File: src/sbm_pkg.sv
// ----------------------------------------------------------------------------
// sbm_pkg
// Types, codes and per-axis motion helpers for the sprite motion step.
// ----------------------------------------------------------------------------
package sbm_pkg;

   localparam int CoordWidth = 16;
   localparam int SizeWidth  = 12;
   localparam int WideWidth  = 19;
   localparam int CsrIdxWidth = 3;

   // transaction codes
   localparam logic [1:0] REQ_TICK = 2'd0;
   localparam logic [1:0] REQ_LOAD = 2'd1;
   localparam logic [1:0] REQ_KILL = 2'd2;

   // edge actions
   localparam logic [1:0] MODE_WRAP   = 2'd0;
   localparam logic [1:0] MODE_BOUNCE = 2'd1;
   localparam logic [1:0] MODE_DIE    = 2'd2;
   localparam logic [1:0] MODE_STOP   = 2'd3;

   // register indexes
   localparam logic [CsrIdxWidth-1:0] CSR_BOUND_LEFT    = 3'd0;
   localparam logic [CsrIdxWidth-1:0] CSR_BOUND_TOP     = 3'd1;
   localparam logic [CsrIdxWidth-1:0] CSR_BOUND_RIGHT   = 3'd2;
   localparam logic [CsrIdxWidth-1:0] CSR_BOUND_BOTTOM  = 3'd3;
   localparam logic [CsrIdxWidth-1:0] CSR_SPRITE_WIDTH  = 3'd4;
   localparam logic [CsrIdxWidth-1:0] CSR_SPRITE_HEIGHT = 3'd5;
   localparam logic [CsrIdxWidth-1:0] CSR_BOUNDS_MODE   = 3'd6;

   typedef struct packed {
      logic signed [CoordWidth-1:0] bound_left;
      logic signed [CoordWidth-1:0] bound_top;
      logic signed [CoordWidth-1:0] bound_right;
      logic signed [CoordWidth-1:0] bound_bottom;
      logic        [SizeWidth-1:0]  sprite_width;
      logic        [SizeWidth-1:0]  sprite_height;
      logic        [1:0]            bounds_mode;
   } cfg_type;

   typedef struct packed {
      logic signed [CoordWidth-1:0] x;
      logic signed [CoordWidth-1:0] y;
      logic signed [CoordWidth-1:0] vx;
      logic signed [CoordWidth-1:0] vy;
      logic                         kill;
   } result_type;

   typedef struct packed {
      logic signed [CoordWidth-1:0] pos;
      logic                         flip;
      logic                         hit;
      logic                         leave;
   } axis_res_type;

   function automatic logic signed [CoordWidth-1:0] sat16(input logic signed [WideWidth-1:0] v);
      logic signed [CoordWidth-1:0] r;
      if (v > 19'sd32767) begin
         r = 16'sh7fff;
      end else if (v < -19'sd32768) begin
         r = 16'sh8000;
      end else begin
         r = v[CoordWidth-1:0];
      end
      return r;
   endfunction

   function automatic logic signed [CoordWidth-1:0] neg_sat16(
      input logic signed [CoordWidth-1:0] v);
      logic signed [CoordWidth-1:0] r;
      if (v == 16'sh8000) begin
         r = 16'sh7fff;
      end else begin
         r = -v;
      end
      return r;
   endfunction

   // One axis of a tick: move, then apply the edge action of the given mode.
   function automatic axis_res_type axis_step(
      input logic signed [CoordWidth-1:0] pos,
      input logic signed [CoordWidth-1:0] vel,
      input logic signed [CoordWidth-1:0] lo,
      input logic signed [CoordWidth-1:0] hi,
      input logic        [SizeWidth-1:0]  size,
      input logic        [1:0]            mode);
      logic signed [WideWidth-1:0] n;
      logic signed [WideWidth-1:0] s;
      logic signed [WideWidth-1:0] lo_e;
      logic signed [WideWidth-1:0] hi_e;
      logic signed [WideWidth-1:0] hi_w;
      logic signed [WideWidth-1:0] c;
      logic signed [WideWidth-1:0] p;
      axis_res_type r;
      n    = WideWidth'(pos) + WideWidth'(vel);
      s    = signed'({{(WideWidth-SizeWidth){1'b0}}, size});
      lo_e = WideWidth'(lo);
      hi_e = WideWidth'(hi);
      hi_w = hi_e - s;
      c    = (n < hi_w) ? n : hi_w;
      p    = n;
      r    = '0;
      case (mode)
         MODE_WRAP: begin
            if (n + s < lo_e) begin
               p = hi_e;
            end else if (n > hi_e) begin
               p = lo_e - s;
            end
         end
         MODE_BOUNCE: begin
            if (n < lo_e) begin
               p = lo_e;
               r.flip = 1'b1;
            end else if (n + s > hi_e) begin
               p = hi_w;
               r.flip = 1'b1;
            end
         end
         MODE_DIE: begin
            r.leave = (n + s < lo_e) || (n > hi_e);
         end
         default: begin
            // stop: clamp into the rectangle, low edge wins
            if ((n < lo_e) || (n > hi_w)) begin
               r.hit = 1'b1;
               p = (c > lo_e) ? c : lo_e;
            end
         end
      endcase
      r.pos = sat16(p);
      return r;
   endfunction

endpackage

File: src/sprite_bounds_motion_step.sv
// ----------------------------------------------------------------------------
// sprite_bounds_motion_step
// Moves one sprite per tick transaction inside a configurable rectangle.
// ----------------------------------------------------------------------------
// Usage:
//   req_* carries one transaction (tick, load or mark dying) with valid/stall;
//   rsp_* returns exactly one result per transaction: the sprite state after
//   it and a kill bit. csr_* writes the bounds, sprite size and edge action;
//   write it only while no transaction is in flight.
//   A transaction is held in the input register, then in the result register,
//   which drives rsp_*. Throughput: one transaction per cycle while rsp_stall
//   stays low; the input register feeds the update logic, which writes the
//   sprite state and the result register at the same edge, so the next
//   transaction sees the new state.
//   rsp_stall holds the result register; the input register still takes one
//   more transaction, then req_stall rises until the result is taken.
//   Reset (synchronous) empties both registers, clears the sprite state and
//   loads the default rectangle 0..639 x 0..479, 16x16 sprite, stop mode.
// ----------------------------------------------------------------------------
module sprite_bounds_motion_step
   import sbm_pkg::*;
(
   input  logic                          clock,
   input  logic                          reset,
   input  logic                          req_valid,
   output logic                          req_stall,
   input  logic [1:0]                    req_type,
   input  logic signed [CoordWidth-1:0]  req_load_x,
   input  logic signed [CoordWidth-1:0]  req_load_y,
   input  logic signed [CoordWidth-1:0]  req_load_vx,
   input  logic signed [CoordWidth-1:0]  req_load_vy,
   output logic                          rsp_valid,
   input  logic                          rsp_stall,
   output logic signed [CoordWidth-1:0]  rsp_out_x,
   output logic signed [CoordWidth-1:0]  rsp_out_y,
   output logic signed [CoordWidth-1:0]  rsp_out_vx,
   output logic signed [CoordWidth-1:0]  rsp_out_vy,
   output logic                          rsp_kill,
   input  logic                          csr_wr_en,
   input  logic [CsrIdxWidth-1:0]        csr_index,
   input  logic [CoordWidth-1:0]         csr_wdata
);

   cfg_type    cfg;
   result_type result;

   logic                         in_valid_ff, in_valid_in;
   logic [1:0]                   in_type_ff;
   logic signed [CoordWidth-1:0] in_x_ff, in_y_ff, in_vx_ff, in_vy_ff;
   logic                         out_valid_ff, out_valid_in;
   result_type                   out_ff;
   logic                         advance;
   logic                         accept;

   // result register free or being emptied this cycle
   assign advance   = !out_valid_ff || !rsp_stall;
   assign req_stall = in_valid_ff && !advance;
   assign accept    = req_valid && !req_stall;

   always_comb begin
      in_valid_in = in_valid_ff;
      if (accept) begin
         in_valid_in = 1'b1;
      end else if (advance) begin
         in_valid_in = 1'b0;
      end
      out_valid_in = advance ? in_valid_ff : out_valid_ff;
   end

   always_ff @(posedge clock) begin
      if (reset) begin
         in_valid_ff  <= 1'b0;
         out_valid_ff <= 1'b0;
      end else begin
         in_valid_ff  <= in_valid_in;
         out_valid_ff <= out_valid_in;
      end
   end

   always_ff @(posedge clock) begin
      if (accept) begin
         in_type_ff <= req_type;
         in_x_ff    <= req_load_x;
         in_y_ff    <= req_load_y;
         in_vx_ff   <= req_load_vx;
         in_vy_ff   <= req_load_vy;
      end
      if (advance && in_valid_ff) begin
         out_ff <= result;
      end
   end

   sbm_csr u_csr (
      .clock     (clock),
      .reset     (reset),
      .csr_wr_en (csr_wr_en),
      .csr_index (csr_index),
      .csr_wdata (csr_wdata),
      .cfg       (cfg)
   );

   sbm_core u_core (
      .clock    (clock),
      .reset    (reset),
      .step     (advance && in_valid_ff),
      .req_type (in_type_ff),
      .load_x   (in_x_ff),
      .load_y   (in_y_ff),
      .load_vx  (in_vx_ff),
      .load_vy  (in_vy_ff),
      .cfg      (cfg),
      .result   (result)
   );

   assign rsp_valid  = out_valid_ff;
   assign rsp_out_x  = out_ff.x;
   assign rsp_out_y  = out_ff.y;
   assign rsp_out_vx = out_ff.vx;
   assign rsp_out_vy = out_ff.vy;
   assign rsp_kill   = out_ff.kill;

endmodule

File: src/sbm_csr.sv
// ----------------------------------------------------------------------------
// sbm_csr
// Configuration registers: bounds rectangle, sprite size and edge action.
// ----------------------------------------------------------------------------
module sbm_csr
   import sbm_pkg::*;
(
   input  logic                   clock,
   input  logic                   reset,
   input  logic                   csr_wr_en,
   input  logic [CsrIdxWidth-1:0] csr_index,
   input  logic [CoordWidth-1:0]  csr_wdata,
   output cfg_type                cfg
);

   cfg_type cfg_ff;
   cfg_type cfg_in;

   always_comb begin
      cfg_in = cfg_ff;
      if (csr_wr_en) begin
         unique case (csr_index)
            CSR_BOUND_LEFT:    cfg_in.bound_left    = csr_wdata;
            CSR_BOUND_TOP:     cfg_in.bound_top     = csr_wdata;
            CSR_BOUND_RIGHT:   cfg_in.bound_right   = csr_wdata;
            CSR_BOUND_BOTTOM:  cfg_in.bound_bottom  = csr_wdata;
            CSR_SPRITE_WIDTH:  cfg_in.sprite_width  = csr_wdata[SizeWidth-1:0];
            CSR_SPRITE_HEIGHT: cfg_in.sprite_height = csr_wdata[SizeWidth-1:0];
            CSR_BOUNDS_MODE:   cfg_in.bounds_mode   = csr_wdata[1:0];
            default:           cfg_in = cfg_ff;
         endcase
      end
   end

   always_ff @(posedge clock) begin
      if (reset) begin
         cfg_ff.bound_left    <= 16'sd0;
         cfg_ff.bound_top     <= 16'sd0;
         cfg_ff.bound_right   <= 16'sd639;
         cfg_ff.bound_bottom  <= 16'sd479;
         cfg_ff.sprite_width  <= 12'd16;
         cfg_ff.sprite_height <= 12'd16;
         cfg_ff.bounds_mode   <= MODE_STOP;
      end else begin
         cfg_ff <= cfg_in;
      end
   end

   assign cfg = cfg_ff;

endmodule

File: src/sbm_core.sv
// ----------------------------------------------------------------------------
// sbm_core
// Sprite state and the single-pass update for one transaction.
// ----------------------------------------------------------------------------
module sbm_core
   import sbm_pkg::*;
(
   input  logic                         clock,
   input  logic                         reset,
   input  logic                         step,
   input  logic [1:0]                   req_type,
   input  logic signed [CoordWidth-1:0] load_x,
   input  logic signed [CoordWidth-1:0] load_y,
   input  logic signed [CoordWidth-1:0] load_vx,
   input  logic signed [CoordWidth-1:0] load_vy,
   input  cfg_type                      cfg,
   output result_type                   result
);

   logic signed [CoordWidth-1:0] pos_x_ff, pos_y_ff, vel_x_ff, vel_y_ff;
   logic signed [CoordWidth-1:0] pos_x_in, pos_y_in, vel_x_in, vel_y_in;
   logic                         dying_ff, dying_in;
   logic                         kill;
   axis_res_type                 ax, ay;

   assign ax = axis_step(pos_x_ff, vel_x_ff, cfg.bound_left, cfg.bound_right,
                         cfg.sprite_width, cfg.bounds_mode);
   assign ay = axis_step(pos_y_ff, vel_y_ff, cfg.bound_top, cfg.bound_bottom,
                         cfg.sprite_height, cfg.bounds_mode);

   always_comb begin
      pos_x_in = pos_x_ff;
      pos_y_in = pos_y_ff;
      vel_x_in = vel_x_ff;
      vel_y_in = vel_y_ff;
      dying_in = dying_ff;
      kill     = 1'b0;
      unique case (req_type)
         REQ_LOAD: begin
            pos_x_in = load_x;
            pos_y_in = load_y;
            vel_x_in = load_vx;
            vel_y_in = load_vy;
            dying_in = 1'b0;
         end
         REQ_KILL: begin
            dying_in = 1'b1;
            kill     = 1'b1;
         end
         REQ_TICK: begin
            if (dying_ff) begin
               kill = 1'b1;
            end else if ((cfg.bounds_mode == MODE_DIE) && (ax.leave || ay.leave)) begin
               // left the rectangle: report, hold everything
               kill = 1'b1;
            end else begin
               pos_x_in = ax.pos;
               pos_y_in = ay.pos;
               if (ax.flip) vel_x_in = neg_sat16(vel_x_ff);
               if (ay.flip) vel_y_in = neg_sat16(vel_y_ff);
               if (ax.hit || ay.hit) begin
                  vel_x_in = '0;
                  vel_y_in = '0;
               end
            end
         end
         default: begin
            kill = dying_ff;
         end
      endcase
   end

   always_ff @(posedge clock) begin
      if (reset) begin
         pos_x_ff <= '0;
         pos_y_ff <= '0;
         vel_x_ff <= '0;
         vel_y_ff <= '0;
         dying_ff <= 1'b0;
      end else if (step) begin
         pos_x_ff <= pos_x_in;
         pos_y_ff <= pos_y_in;
         vel_x_ff <= vel_x_in;
         vel_y_ff <= vel_y_in;
         dying_ff <= dying_in;
      end
   end

   assign result.x    = pos_x_in;
   assign result.y    = pos_y_in;
   assign result.vx   = vel_x_in;
   assign result.vy   = vel_y_in;
   assign result.kill = kill;

endmodule

File: config.mk
export PLATFORM = sky130hd
export DESIGN_NAME = sprite_bounds_motion_step
export DESIGN_NICKNAME = d
export VERILOG_FILES = /design/src/sbm_pkg.sv /design/src/sprite_bounds_motion_step.sv /design/src/sbm_csr.sv /design/src/sbm_core.sv
export SDC_FILE = /design/constraint.sdc
export NUM_CORES = 1
export LEC_CHECK = 0
export BUFFER_PORTS_ARGS = -buffer_cell sky130_fd_sc_hd__buf_2
export CORE_ASPECT_RATIO = 2
export CORE_UTILIZATION = 54
export CTS_CLUSTER_SIZE = 8
export DETAILED_ROUTE_END_ITERATION = 12
export GPL_TIMING_DRIVEN = 0
export PLACE_DENSITY = 0.71
export SYNTH_ARGS = -nofsm -noshare
export SYNTH_HDL_FRONTEND = slang
export SYNTH_HIERARCHICAL = 1
export SYNTH_SLANG_ARGS = --single-unit
File: constraint.sdc
create_clock -name clock -period 21.8 [get_ports clock]
set_input_delay 2.18 -clock clock [delete_from_list [all_inputs] [get_ports clock]]
set_output_delay 2.18 -clock clock [all_outputs]
set_load 0.05 [all_outputs]
==> out/qor.csv <==
metric,value,unit
yosys_warnings,6,
clock_skew,21.69,ps
holdWs,498.3,ps
min_period,10800,ps
leakagePower,12.32,nW
synth-main-ff-cell,dfxtp_1,
violations,"max-capacitance violations, max-slew violations",
drv_slew,7,
fill_cells,4092,
path_clk_slew,60,ps
ys_ff_latch,288,
fin_tns_setup,0,ps
finalWirelength,110000,um
outcome,"complete, but fails checks",
die_y,309.8,um
ctsHoldBuffers,0,
core,0.04666,sq mm
hold_class,flip-flop to flip-flop,
path_max_fanout,10,
gr-total-overflow,0,
worstPathArrival,11260,ps
post_cts_buffers,0,
relSlewSlack,-0.1451,%
timing.final.hold_violations,0,
grt_pass1_vias,26270,
insertion_delay,560,ps
crit_required,22260,ps
area_growth_syn_to_layout,11.54,%
worst_ir_drop_vdd,0.07684,mV
min_period_over_period,49.54,%
grt_first_pass_wirelength,159900,um
synth_edf_count,131,
worstMarginPinSlew,1502,ps
die_area,0.04830,sq mm
crit_type,flip-flop to flip-flop,
fmax,92.60,MHz
yosysUniqueCellTypes,92,
cp_num_buf_inv,4,
async_flop_share,0,%
gp_congestion,1.066,
clock_path_buffers,3,
initial_core_util,54.82,%
cts_tree,yes,
setup_viol,0,
hpwl,86130,um
synth_common_cells,"312 x ha_1, 244 x nor2_1, 220 x nand2_1",
cts-root-buf,clkbuf_16,
antenna_found_initial,4,
nets,3642,
grt_usage,45.22,%
seq_area_frac_synth,27.66,%
syn-num-nets,3441,
crit_top_cell,o21ai_0,
via_per_inst,6.821,
cts_htree_levels,2,
grt_max_degree,37,
cts_resized,0,
drcViolationCount,0,
powerDensity,93.47,mW/mm^2
crit_path_top_delay_cell,a21oi_1,
portBuffers,152,
drtIter0Drc,2627,
synth.area.top_cells,"edfxtp_1 15%, ha_1 15%, dfxtp_1 12%, mux2i_1 4.8%, a21oi_1 4.0%",
start_kind,flip-flop,
io_pins,157,
std_cell_rows,112,
cap_violations,2,
ant_nets,0,
netlist_area,0.02558,sq mm
synth_largest_area_cell,edfxtp_1,
rsz0062_at_grt,false,
netlist.area_leader.share,15.38,%
die-width,155.9,um
numCtsBuffers,42,
yosysMostFrequentCell,ha_1,
crit_family,compound AO/OA/AOI/OAI gates,
cp_slowest_stage_delay,1040,ps
endpoint_kind,flip-flop,
drt_pre_antenna_iters,7,
drive_above_1_share,9.180,%
wl_per_cell,28.31,um
synthCells,3031,
synth_area_per_cell,8.440,sq um
vias,26505,
cts.sinks,288,
-- report_power, final --
part / switching [mW] / internal (mW) / leakage, nW
Clock: 0.243 / 0.393 / 0.608
Sequential: 0.0329 / 0.607 / 2.54
Combinational: 0.928 / 0.464 / 9.16
-- stage by stage --
| stage | total power [mW] | utilization (%) | setup slack (ps) | cell area [sq um] | cells |
|---|---|---|---|---|---|
| after global routing | 2.778 | 61.14 | 10870 | 28530 | 3884 |
| after CTS | 2.614 | 61.13 | 11650 | 28520 | 3884 |
| after floorplan | 1.545 | - | 13550 | 25580 | 3031 |
| after global placement | 1.953 | 58.13 | 10600 | 27130 | 3810 |
| final | 2.667 | 61.15 | 11000 | 28530 | 3886 |
| after detailed placement | 1.977 | 58.42 | 11710 | 27260 | 3815 |
-- sequential cells by signal (all words and copies together) (netlist names), 2 cells and up --
name and count:
rsp_out_vy 16, in_y_ff 16, in_type_ff 2, u_core/pos_y_ff 16, u_core/pos_x_ff 16, in_vy_ff 16, u_csr/cfg 90, in_vx_ff 16
rsp_out_y 16, in_x_ff 16, u_core/vel_x_ff 16, rsp_out_vx 16, rsp_out_x 16, u_core/vel_y_ff 16
-- layout by cell type (no fill, tap or decap), types with 17 or more instances in the layout --
master,n
a211oi_1,61
edfxtp_1,131
and3_1,17
buf_2,170
a21oi_1,206
or2_2,25
o21a_1,50
o211a_1,19
nand3_1,74
a31oi_1,29
nor2b_1,28
a22oi_1,42
mux2i_1,123
o211ai_1,66
nor3_1,46
xor2_1,26
o21ai_0,196
nand2_1,220
inv_1,196
dfxtp_1,157
or3_1,32
nor2_1,243
clkbuf_1,121
ha_1,312
clkbuf_16,45
o31ai_1,23
a222oi_1,20
nand2b_1,120
xnor2_1,59
nand4_1,28
a21o_1,51
-- worst min-delay path: cells and delay by family, from the launching register on --
| kind | cells | cell delay, ps |
|---|---|---|
| flops | 1 | 320 |
| simple gates | 1 | 70 |
| mux | 1 | 60 |
-- metal layers --
metal | track usage, % | vias to the layer above | wire (um)
met2 | 76.30 | 1765 | 51260
met1 | 43.98 | 12256 | 35530
met3 | 9.876 | 717 | 9578
met5 | 0 | - | 9
li1 | - | 11765 | -
met4 | 47.83 | 2 | 13630
-- layout make-up --
cell class	instances	area (sq um)	share of cell area, %
multi-input combinational	2415	17260	60.48
sequential	288	7077	24.80
clock buffer	68	1232	4.319
timing repair buffer	157	839.6	2.942
tap	627	784.5	2.749
inverter	201	754.5	2.644
buffer	127	553.0	1.938
clock inverter	1	30.03	0.1052
antenna	2	5.005	0.01754
-- worst paths after layout --
kind / slack (ps) / cells past startpoint / end / startpoint
max reg2reg: 11000 / 31 / u_core/vel_x_ff[7] / u_core/pos_x_ff[0]
min reg2reg: 500 / 2 / u_csr/cfg[52] / u_csr/cfg[52]
min: 500 / 2 / u_csr/cfg[52] / u_csr/cfg[52]
max: 11000 / 31 / u_core/vel_x_ff[7] / u_core/pos_x_ff[0]
-- cells by family (layout without fill, tap and decap cells) --
kind of cell / count (synthesis) / after routing / synth area share, %
xor gates and xnor gates: 89 / 89 / 3.047
muxes: 135 / 135 / 5.341
and+or+nand+nor: 901 / 901 / 17.34
AOI/OAI and AO/OA: 965 / 965 / 25.42
DFF: 288 / 288 / 27.66
other: 0 / 2 / 0
adders and majority gates: 325 / 325 / 16.08
buffers and inverters: 328 / 554 / 5.111
Note: power is estimated with default switching activity, not from simulation.
